**config.mk**
```make
export PLATFORM = sky130hd
export DESIGN_NAME = config_button_gesture_fsm_core
export DESIGN_NICKNAME = d
export VERILOG_FILES = /design/src/sv/cbg_pkg.sv /design/src/sv/config_button_gesture_fsm_core.sv
export SDC_FILE = /design/constraint.sdc
export NUM_CORES = 1
export LEC_CHECK = 0
export BUFFER_PORTS_ARGS = -buffer_cell sky130_fd_sc_hd__buf_2
export CORE_UTILIZATION = 50
export CTS_CLUSTER_SIZE = 16
export DETAILED_ROUTE_END_ITERATION = 7
export MAX_ROUTING_LAYER = met4
export PLACE_DENSITY = 0.68
export REMOVE_ABC_BUFFERS = 1
export SLEW_MARGIN = 10
export SYNTH_ARGS = -nofsm -noshare
export SYNTH_HDL_FRONTEND = slang
export SYNTH_SLANG_ARGS = --single-unit
```
**constraint.sdc**
```tcl
create_clock -name clk -period 3.72 [get_ports clk]
set_input_delay 0.558 -clock clk [delete_from_list [all_inputs] [get_ports clk]]
set_output_delay 0.558 -clock clk [all_outputs]
set_load 0.1 [all_outputs]
```
**src/sv/cbg_pkg.sv**
```systemverilog
// Shared constants for the configuration button gesture detector.
// Holds register indexes, register reset values and field widths.
// No dependencies.
package cbg_pkg;

    // Width of every configuration register and of the write data.
    localparam int CFG_WIDTH = 16;
    // Width of the register index on the configuration port.
    localparam int CFG_IDX_WIDTH = 3;
    // Width of the reported gesture state.
    localparam int STATE_WIDTH = 3;
    // Default width of the elapsed-time counter.
    localparam int TIMER_WIDTH_DEF = 16;

    // Register indexes.
    localparam logic [CFG_IDX_WIDTH-1:0] REG_FIRST_LONG     = 3'd0;
    localparam logic [CFG_IDX_WIDTH-1:0] REG_SHORT_MIN      = 3'd1;
    localparam logic [CFG_IDX_WIDTH-1:0] REG_DEBOUNCE       = 3'd2;
    localparam logic [CFG_IDX_WIDTH-1:0] REG_SECOND_TIMEOUT = 3'd3;
    localparam logic [CFG_IDX_WIDTH-1:0] REG_SECOND_LONG    = 3'd4;

    // Register values after reset, in milliseconds.
    localparam logic [CFG_WIDTH-1:0] FIRST_LONG_RST     = 16'd5000;
    localparam logic [CFG_WIDTH-1:0] SHORT_MIN_RST      = 16'd100;
    localparam logic [CFG_WIDTH-1:0] DEBOUNCE_RST       = 16'd100;
    localparam logic [CFG_WIDTH-1:0] SECOND_TIMEOUT_RST = 16'd5000;
    localparam logic [CFG_WIDTH-1:0] SECOND_LONG_RST    = 16'd3000;

endpackage

```
**src/sv/config_button_gesture_fsm_core.sv**
```systemverilog
// Top level of the configuration button gesture detector.
// Holds the input stage, the gesture state machine, the result stage and the
// configuration registers. Depends on cbg_pkg.

// Each input item is one millisecond tick carrying the sampled button level;
// each item gives exactly one result item with the gesture state after the
// tick and one-tick request pulses for announce, link reset and factory reset.
// The block sustains one item per clock cycle while the output side is not
// stalled: an item is captured in an input register, and the state machine and
// elapsed-time counter update as it moves into the result register. The five
// millisecond thresholds are to be written through the configuration port
// while no item is in flight; the block itself does not enforce this. The
// elapsed counter is TIMER_WIDTH bits wide and saturates; a threshold that the
// counter cannot exceed makes the machine wait for the button instead.
module config_button_gesture_fsm_core #(
    parameter int TIMER_WIDTH = cbg_pkg::TIMER_WIDTH_DEF
) (
    input  logic                              clk,
    input  logic                              rst_n,
    // Configuration write port
    input  logic                              cfg_write,
    input  logic [cbg_pkg::CFG_IDX_WIDTH-1:0] cfg_index,
    input  logic [cbg_pkg::CFG_WIDTH-1:0]     cfg_data,
    // Input channel
    input  logic                              in_valid,
    output logic                              in_ready,
    input  logic                              button_pressed,
    // Result channel
    output logic                              out_valid,
    input  logic                              out_ready,
    output logic [cbg_pkg::STATE_WIDTH-1:0]   gesture_state,
    output logic                              announce_request,
    output logic                              link_reset_request,
    output logic                              factory_reset_request
);

    // Comparison width covers both the counter and the thresholds.
    localparam int CMP_WIDTH =
        (TIMER_WIDTH > cbg_pkg::CFG_WIDTH) ? TIMER_WIDTH : cbg_pkg::CFG_WIDTH;

    typedef enum logic [cbg_pkg::STATE_WIDTH-1:0] {
        ST_IDLE        = 3'd0,
        ST_FIRST       = 3'd1,
        ST_FIRST_LONG  = 3'd2,
        ST_WAIT_SECOND = 3'd3,
        ST_SECOND      = 3'd4,
        ST_SECOND_LONG = 3'd5
    } state_t;

    // Configuration registers.
    logic [cbg_pkg::CFG_WIDTH-1:0] first_long_reg;
    logic [cbg_pkg::CFG_WIDTH-1:0] short_min_reg;
    logic [cbg_pkg::CFG_WIDTH-1:0] debounce_reg;
    logic [cbg_pkg::CFG_WIDTH-1:0] second_timeout_reg;
    logic [cbg_pkg::CFG_WIDTH-1:0] second_long_reg;

    // Input stage.
    logic in_valid_reg;
    logic button_reg;

    // Gesture state and elapsed-time counter.
    state_t                 state_reg;
    state_t                 state_next;
    logic [TIMER_WIDTH-1:0] elapsed_reg;
    logic [TIMER_WIDTH-1:0] elapsed_next;

    // Result stage.
    logic out_valid_reg;
    state_t state_out_reg;
    logic announce_reg;
    logic announce_next;
    logic link_reg;
    logic link_next;
    logic factory_reg;
    logic factory_next;

    logic                   res_load;
    logic                   restart;
    logic [TIMER_WIDTH-1:0] elapsed_inc;
    logic [CMP_WIDTH-1:0]   e_cmp;
    logic                   gt_first_long;
    logic                   gt_short_min;
    logic                   lt_debounce;
    logic                   gt_second_timeout;
    logic                   gt_second_long;

    // Handshake: the item in the input stage moves on when the result stage
    // is empty or its item is being taken.
    assign res_load = in_valid_reg && (!out_valid_reg || out_ready);
    assign in_ready = !in_valid_reg || res_load;

    // Configuration writes; indexes beyond the list are ignored.
    always_ff @(posedge clk or negedge rst_n)
    begin
        if (!rst_n)
        begin
            first_long_reg     <= cbg_pkg::FIRST_LONG_RST;
            short_min_reg      <= cbg_pkg::SHORT_MIN_RST;
            debounce_reg       <= cbg_pkg::DEBOUNCE_RST;
            second_timeout_reg <= cbg_pkg::SECOND_TIMEOUT_RST;
            second_long_reg    <= cbg_pkg::SECOND_LONG_RST;
        end
        else if (cfg_write)
        begin
            unique case (cfg_index)
                cbg_pkg::REG_FIRST_LONG:     first_long_reg     <= cfg_data;
                cbg_pkg::REG_SHORT_MIN:      short_min_reg      <= cfg_data;
                cbg_pkg::REG_DEBOUNCE:       debounce_reg       <= cfg_data;
                cbg_pkg::REG_SECOND_TIMEOUT: second_timeout_reg <= cfg_data;
                cbg_pkg::REG_SECOND_LONG:    second_long_reg    <= cfg_data;
                default:
                begin
                end
            endcase
        end
    end

    // Saturating increment of the elapsed-time counter and the threshold tests.
    assign elapsed_inc = (elapsed_reg == {TIMER_WIDTH{1'b1}}) ?
                         elapsed_reg : elapsed_reg + TIMER_WIDTH'(1);
    assign e_cmp             = CMP_WIDTH'(elapsed_inc);
    assign gt_first_long     = e_cmp > CMP_WIDTH'(first_long_reg);
    assign gt_short_min      = e_cmp > CMP_WIDTH'(short_min_reg);
    assign lt_debounce       = e_cmp < CMP_WIDTH'(debounce_reg);
    assign gt_second_timeout = e_cmp > CMP_WIDTH'(second_timeout_reg);
    assign gt_second_long    = e_cmp > CMP_WIDTH'(second_long_reg);

    // Gesture decision for the item in the input stage.
    always_comb
    begin
        state_next    = state_reg;
        restart       = 1'b0;
        announce_next = 1'b0;
        link_next     = 1'b0;
        factory_next  = 1'b0;
        unique case (state_reg)
            ST_IDLE:
            begin
                restart = 1'b1;
                if (button_reg)
                begin
                    state_next = ST_FIRST;
                end
            end
            ST_FIRST:
            begin
                if (button_reg)
                begin
                    if (gt_first_long)
                    begin
                        state_next = ST_FIRST_LONG;
                    end
                end
                else
                begin
                    announce_next = gt_short_min;
                    state_next    = ST_IDLE;
                end
            end
            ST_FIRST_LONG:
            begin
                if (!button_reg)
                begin
                    state_next = ST_WAIT_SECOND;
                    restart    = 1'b1;
                    link_next  = 1'b1;
                end
            end
            ST_WAIT_SECOND:
            begin
                if (!lt_debounce)
                begin
                    if (button_reg)
                    begin
                        state_next = ST_SECOND;
                        restart    = 1'b1;
                    end
                    else if (gt_second_timeout)
                    begin
                        state_next = ST_IDLE;
                    end
                end
            end
            ST_SECOND:
            begin
                if (!lt_debounce)
                begin
                    if (button_reg)
                    begin
                        if (gt_second_long)
                        begin
                            state_next = ST_SECOND_LONG;
                        end
                    end
                    else
                    begin
                        state_next = ST_IDLE;
                    end
                end
            end
            ST_SECOND_LONG:
            begin
                if (!button_reg)
                begin
                    factory_next = 1'b1;
                    state_next   = ST_IDLE;
                end
            end
            default:
            begin
                state_next = ST_IDLE;
            end
        endcase
        elapsed_next = restart ? '0 : elapsed_inc;
    end

    // Input stage, state machine and result stage.
    always_ff @(posedge clk or negedge rst_n)
    begin
        if (!rst_n)
        begin
            in_valid_reg  <= 1'b0;
            button_reg    <= 1'b0;
            state_reg     <= ST_IDLE;
            elapsed_reg   <= '0;
            out_valid_reg <= 1'b0;
            state_out_reg <= ST_IDLE;
            announce_reg  <= 1'b0;
            link_reg      <= 1'b0;
            factory_reg   <= 1'b0;
        end
        else
        begin
            if (in_ready)
            begin
                in_valid_reg <= in_valid;
                if (in_valid)
                begin
                    button_reg <= button_pressed;
                end
            end
            if (res_load)
            begin
                state_reg     <= state_next;
                elapsed_reg   <= elapsed_next;
                out_valid_reg <= 1'b1;
                state_out_reg <= state_next;
                announce_reg  <= announce_next;
                link_reg      <= link_next;
                factory_reg   <= factory_next;
            end
            else if (out_ready)
            begin
                out_valid_reg <= 1'b0;
            end
        end
    end

    assign out_valid             = out_valid_reg;
    assign gesture_state         = state_out_reg;
    assign announce_request      = announce_reg;
    assign link_reset_request    = link_reg;
    assign factory_reset_request = factory_reg;

    // At most one request is raised by any item.
    assert property (@(posedge clk) disable iff (!rst_n)
        out_valid |-> $onehot0({announce_request, link_reset_request,
                                factory_reset_request}))
        else $error("more than one request raised by one item");

    // A link reset request always leaves the machine waiting for a second press.
    assert property (@(posedge clk) disable iff (!rst_n)
        (out_valid && link_reset_request) |-> (gesture_state == ST_WAIT_SECOND))
        else $error("link reset request without entering wait second");

    // Announce and factory requests always return the machine to idle.
    assert property (@(posedge clk) disable iff (!rst_n)
        (out_valid && (announce_request || factory_reset_request))
            |-> (gesture_state == ST_IDLE))
        else $error("announce or factory request without returning to idle");

    // An item processed in idle leaves the elapsed counter cleared.
    assert property (@(posedge clk) disable iff (!rst_n)
        (res_load && (state_reg == ST_IDLE)) |=> (elapsed_reg == '0))
        else $error("elapsed counter not cleared after an idle item");

endmodule
```
==> results of run 1 <==
==> cell usage after synthesis, drive strengths merged (6+ instances only) <==
cell type,number,area (um^2)
nand4,13,87.6
a221oi,6,58.8
xnor2,7,80.1
mux2,20,225
and3,7,43.8
clkbuf,16,60.1
a21o,10,75.1
nand2,116,435
nor2,19,71.3
o211ai,7,67.6
o31ai,6,45.0
dfstp,23,604
o21ai,91,455
nand3,17,97.6
xor2,7,61.3
a21oi,21,109
ha,76,951
dfrtp,82,2050
inv,89,334
==> per-layer routing <==
metal	wire length (um)	part of all wire (%)	GRT usage [%]
met2	8320	49	45.0
met4	472	2.8	10.9
met3	601	3.6	4.39
met1	7520	44	34.6
met5	0	0	-
==> cells by family after synthesis <==
family,Yosys count
multiplexers,20
AND/OR/NAND/NOR,214
flip-flops,105
AO/OA/AOI/OAI,165
buffers and inverters,109
XOR/XNOR,14
adder cells (fa/ha/maj),76
==> path summary, 6_finish.rpt <==
check	from	to	slack, ns	cells past startpoint
max	elapsed_reg[1]$_DFFE_PN0P_	elapsed_reg[0]$_DFFE_PN0P_	0.007	16
min	rst_n	first_long_reg[10]$_DFFE_PN0P_	0.23	2
max reg2reg	elapsed_reg[1]$_DFFE_PN0P_	elapsed_reg[0]$_DFFE_PN0P_	0.007	16
min reg2reg	in_valid_reg$_DFFE_PN0N_	out_valid$_DFFE_PN0P_	0.51	1
max in group asynchronous	rst_n	short_min_reg[3]$_DFFE_PN0P_	3.02	2
min in group clk	in_valid	in_valid_reg$_DFFE_PN0N_	0.40	2
==> stage by stage <==
step	util [%]	power, mW	worst slack, ns	cells	hold slack [ns]
after floorplan	-	2.56	-0.352	683	0.262
after global placement	57.1	3.03	-0.220	940	0.479
after detailed placement	57.1	3.09	-0.232	940	0.495
after CTS	60.4	4.14	-0.00464	958	0.297
after global routing	62.3	4.49	-0.129	960	0.294
final	62.3	4.22	0.00735	960	0.231
==> power groups by stage <==
stage | Sequential [mW] | Combinational, mW | Clock (mW)
global route | 1.55 | 1.87 | 1.07
finish | 1.53 | 1.69 | 1.00
detailed placement | 1.54 | 1.55 | 0
floorplan | 1.65 | 0.906 | 0
CTS | 1.52 | 1.60 | 1.02
global placement | 1.53 | 1.50 | 0
==> cell type report <==
type                    instances  area, um^2  share of cell area (%)
flip-flops and latches        105        2660                    33.8
clock buffers                  14         274                    3.49
multi-input cells             489        3730                    47.4
well taps                     172         215                    2.74
clock inverters                 2        37.5                   0.477
repair buffers                 89         618                    7.86
inverters                      89         334                    4.25
==> placed cells by master, fill, tap and decap left out, types with 4 or more instances in the layout <==
cell,n
nand2_1,115
inv_1,88
dfrtp_1,82
o21ai_0,76
ha_1,73
buf_4,53
buf_2,31
dfstp_2,23
mux2_2,20
a21oi_1,20
nor2_1,15
nand3_1,13
nand4_1,12
a21o_1,10
o21ai_1,9
clkbuf_16,9
and3_1,6
o21ai_2,6
o31ai_1,5
xor2_1,4
xnor2_4,4
nand2b_1,4
o211ai_1,4
a211oi_1,4
buf_6,4
==> repair_timing <==
action                                  4_1_cts  5_1_grt
endpoints found under the setup margin       19       19
buffers inserted                              2        2
resized for setup                            16       45
pin swaps                                    11       17
==> results.md, run 1 <==
* Outcome: finished, final reports clean
* Crit path launch type: flip-flop
* Inserted Diodes at 0
* Die W at between 100 and 150 um
* CTS H-tree depth at 3
* Remaining global-route overflow at 0
* Adder-Cell Fraction of Synth Area at between 10% and 20%
* Least-Margin Pin Slew at 0.838 ns
* Main combinational cell family by area after synthesis: simple AND/OR/NAND/NOR gates
* RSZ-0062 raised after global routing: true
* Psw at about 1.6 mW
* First drt pass iteration count at 5
* Routed WL at approximately 17000 um
* Multiplexer area fraction after synthesis at 3.48%
* Number of global-route vias before repair at 5359
* Setup CP Type: reg2reg
* # DRC at 0
* Worst slew margin at ~44%
* Core area at 12600 um^2
* Sequential share of power at between 30% and 40%
* Via/cell ratio at roughly 5.6
* Clock transition at path regs at ~0.070 ns
* Post-synth cell types at between 60 and 70
* IO buf count at 32
* CTS Hold Buffers Added at 0
* Die span in y at 116 um
* MaxCap Viol Count at 0
* Post-synth EDFFs at 0
* Synth Area in XOR/XNOR at ~2.2%
* Flop and latch count out of synthesis at approximately 110
* # nets final at approximately 900
* Synth Area in Simple Gates at 16.4%
* GRT Total Usage at 27.7%
* Register area share after synthesis at between 40% and 50%
* Die area at about 13000 um^2
* Critical Path AT at slightly below 4 ns
* CP Capture Type: flip-flop
* Via Count at ~5.4k
* Final TNS setup at 0 ns
* Longest Clk Path Bufs at 2
* Clk Latency, worst-skew pair at 0.36 ns
* Number of routed nets with antenna violations at 0
* DR WL/cell at 17.6 um
* Combinational share of power at between 40% and 50%
* Setup-failing EPs final at 0
* Placed cell areas at ~7200 um^2
* Top_reg_cell synth: dfrtp_1
* Fraction of layout cells with a size suffix above 1 at between 20% and 30%
* Internal Pwr Total at ~2.6 mW
* Crit path max fanout at 6
* Clock sinks at ~110
* Sw Ratio at around 38%
* Largest net degree at the start of global routing at 106
* Crit-path cells: ha_2 > nand3_2 > or2_4 > or2_4 > or3_1 > xnor2_1 > buf_4 > ha_4 > nand4_1 > or3_4 > or3_4 > o211ai_4 > buf_6 > nor2b_2 > o21ai_1 > nand2_1
* Initial Utilization at approximately 51%
* Fraction of the cycle the final worst path needs at between 90% and 100%
* Num ports at 33
* Synthesized area per cell at 9.20 um^2
* Number of fillers in the final layout at approximately 1.0k
* HPWL Detailed at between 10000 and 15000 um
* CTS tree: yes
* Post-Syn Instances at 703
* First-pass GRT wire length at about 27000 um
* Post-route minimum period at roughly 3.7 ns
* # rows at 41
* Ys Warns at 0
* Drt first-iter violations at 330
* Crit path buffers/inverters at 2
* Area Growth Syn to Fin at 21.6%
* Compound-Gate Fraction of Synth Area at between 15 and 20%
* LEAKAGE at 3.82 nW
* Power density over the cells at around 540 nW/um^2
* Crit path largest cell delay at roughly 0.40 ns
* Clock share of power at a little under a quarter
* Syn Std Cell Area at around 6500 um^2
* Max frequency at between 200 and 300 MHz
* Post-synth ARST share at between 90% and 100%
* Hold Path Class: in2async
* Clock skew at 0.00539 ns
* Initial antenna violation count at 0
* CP top delay family: simple AND/OR/NAND/NOR gates
* Routability Congestion at approximately 0.88
* CP required at 3.97 ns
* Peak VDD IR at 0.265 mV
* Slew Limit Fails at 0
* CP max stage cell: or3_4
* Finished Cell Area at 7860 um^2
* CTS root buf: clkbuf_16
* Num CTS Buffers at 9
* Hold Fails Final Rpt at 0
Note: power is estimated with default switching activity, not from simulation.
==> inputs of run 2 (changes only) <==
- PLACE_DENSITY: 0.68 -> 0.65
- clock period: 3.72 -> 4.6 ns (I/O delays scaled with it)
==> run 2 against run 1 <==
Compared with the run above: the flow now finishes with violations (DRC); clock power is 25% lower; sequential power decreased by 18%; clock-buffer cell count down 1; total power fell by 25%.
==> results.md, run 2 (synthesis gave the netlist of run 1 again) <==
* Outcome: complete, but fails checks
* Failing checks: DRC
* Max frequency at 232 MHz (-14%)
* CP required at 4.84 ns (+0.87 ns)
* First-pass GRT wire length at 26500 um (-2.3%)
* Critical Path AT at 4.54 ns (+0.58 ns)
* Largest net degree at the start of global routing at 57 (-46%)
* Longest Clk Path Bufs at 2 (unchanged)
* Number of routed nets with antenna violations at 0 (unchanged)
* Power density over the cells at 441 nW/um^2 (-18%)
* Worst R2R Start: elapsed_reg[0]$_DFFE_PN0P_
* Via Count at 5171 (-4.0%)
* Inserted Diodes at 0 (unchanged)
* Post-route minimum period at 4.30 ns (+0.592 ns)
* CP Capture Type: flip-flop
* DR WL/cell at 17.6 um (-0.21%)
* Final TNS setup at 0 ns (unchanged)
* Number of global-route vias before repair at 5237 (-2.3%)
* Fraction of the cycle the final worst path needs at 93.6% (-6.2 points)
* Via/cell ratio at 5.62 (+0.20%)
* Area Growth Syn to Fin at 11.7%
* Finished Cell Area at 7220 um^2 (-8.1%)
* Crit path launch type: flip-flop
* LEAKAGE at 3.52 nW (-7.7%)
* Worst slew margin at 28.7% (-15 points)
* Hold Path Class: in2async
* Peak VDD IR at 0.279 mV (+5.3%)
* CTS root buf: clkbuf_16
* GRT Total Usage at 27.4% (-0.29 points)
* Setup-failing EPs final at 0 (unchanged)
* Final setup margin at 0.296 ns (+0.288 ns)
* Reg2Reg Depth at 17 (+1)
* Crit path max fanout at 6 (unchanged)
* Worst r2r dst: gesture_state[0]$_DFFE_PN0P_
* CTS H-tree depth at 3 (unchanged)
* Die W at 116 um (unchanged)
* Worst reg2reg setup slack at 0.30 ns (+0.29 ns)
* Number of fillers in the final layout at 1150 (+10%)
* CTS tree: yes
* Hold Fails Final Rpt at 0 (unchanged)
* Clock skew at 0.00948 ns (+0.00409 ns)
* First drt pass iteration count at 8 (+3)
* Die area at 13400 um^2 (unchanged)
* Placed cell areas at 6920 um^2 (-3.9%)
* IO buf count at 32 (unchanged)
* Routability Congestion at 0.966 (+10%)
* Remaining global-route overflow at 0 (unchanged)
* Initial Utilization at 51.2% (unchanged)
* Hold WS at 0.424 ns (+0.193 ns)
* RSZ-0062 raised after global routing: false
* Post-Place Worst Slack at 0.289 ns (+0.521 ns)
* # nets final at 844 (-4.5%)
* Least-Margin Pin Slew at 1.06 ns (+0.226 ns)
* Num CTS Buffers at 9 (unchanged)
* Drt first-iter violations at 387 (+17%)
* MaxCap Viol Count at 0 (unchanged)
* Initial antenna violation count at 0 (unchanged)
* Most frequent cells in the layout: nand2_1, inv_1, dfrtp_1, o21ai_0, ha_1
* Clock transition at path regs at 0.07 ns (about the same)
* Routed WL at 16200 um (-4.4%)
* Die span in y at 116 um (unchanged)
* Core area at 12600 um^2 (unchanged)
* Clk Latency, worst-skew pair at 0.36 ns (about the same)
* HPWL Detailed at 12300 um (+1.1%)
* Num ports at 33 (unchanged)
* Most common cell after layout, fill and taps aside: nand2_1
* # DRC at 2 (+2)
* Slew Limit Fails at 0 (unchanged)
* Setup CP Type: reg2reg
* Clock sinks at 105 (unchanged)
* CTS Hold Buffers Added at 0 (unchanged)
* Pwr Total at 3.18 mW (-25%)
* # rows at 41 (unchanged)
* Fraction of layout cells with a size suffix above 1 at 17.0% (-9.8 points)
==> run 2: how the worst max path moves through the flow <==
stage / start / to / slack [ns] / depth (start not counted)
finish: elapsed_reg[0]$_DFFE_PN0P_ / gesture_state[0]$_DFFE_PN0P_ / 0.30 / 17
global route: elapsed_reg[0]$_DFFE_PN0P_ / gesture_state[0]$_DFFE_PN0P_ / 0.06 / 17
CTS: elapsed_reg[0]$_DFFE_PN0P_ / elapsed_reg[0]$_DFFE_PN0P_ / 0.26 / 16
detailed placement: elapsed_reg[0]$_DFFE_PN0P_ / elapsed_reg[0]$_DFFE_PN0P_ / 0.29 / 16
global placement: elapsed_reg[0]$_DFFE_PN0P_ / elapsed_reg[0]$_DFFE_PN0P_ / 0.48 / 16
floorplan: elapsed_reg[0]$_DFFE_PN0P_ / elapsed_reg[8]$_DFFE_PN0P_ / 0.53 / 14
==> run 2: per-stage QoR <==
step,utilization [%],std cells
3_3_place_gp,54.9,904
5_1_grt,57.2,920
4_1_cts,57.1,920
3_5_place_dp,54.9,904
2_1_floorplan,-,683
6_report,57.2,920
==> run 2: area by class of cell <==
class | instances | area, um^2 | area share (%)
multi-input cells | 489 | 3440 | 47.7
flip-flops and latches | 105 | 2660 | 36.8
inverters | 89 | 334 | 4.62
repair buffers | 49 | 290 | 4.02
clock buffers | 13 | 260 | 3.60
well taps | 172 | 215 | 2.98
clock inverters | 3 | 25.0 | 0.346
==> run 2: critical path: stages (launching register included) <==
cell and delay [ns]:
dfrtp_1 0.50, ha_1 0.29, nand3_1 0.12, and4bb_1 0.22, nand3b_4 0.19, nor3_2 0.34
nand3_1 0.19, xnor2_1 0.19, buf_4 0.17, ha_1 0.28, nand2_1 0.08, nor4_1 0.49
nor3b_1 0.36, a221oi_1 0.13, o21a_2 0.28, nand3_4 0.10, o41ai_1 0.09, o2bb2ai_1 0.15
==> run 2: where the power goes <==
group	switching, mW	total [mW]	internal [mW]
combinational	0.757	1.18	0.424
sequential	0.120	1.26	1.14
clock	0.349	0.748	0.399
total	1.23	3.18	1.96
==> run 2: what timing repair did <==
action,in CTS,in global routing
gates resized for setup,0,2
endpoints found under the setup margin,0,3
buffers inserted,0,0
==> run 2: layer usage <==
| layer | GRT usage (%) | vias to the layer above | routed length, um |
|---|---|---|---|
| met2 | 42.6 | 120 | 7460 |
| li1 | - | 2515 | - |
| met3 | 4.55 | 45 | 646 |
| met1 | 34.6 | 2491 | 7400 |
| met4 | 13.9 | 0 | 671 |
| met5 | - | - | 0 |
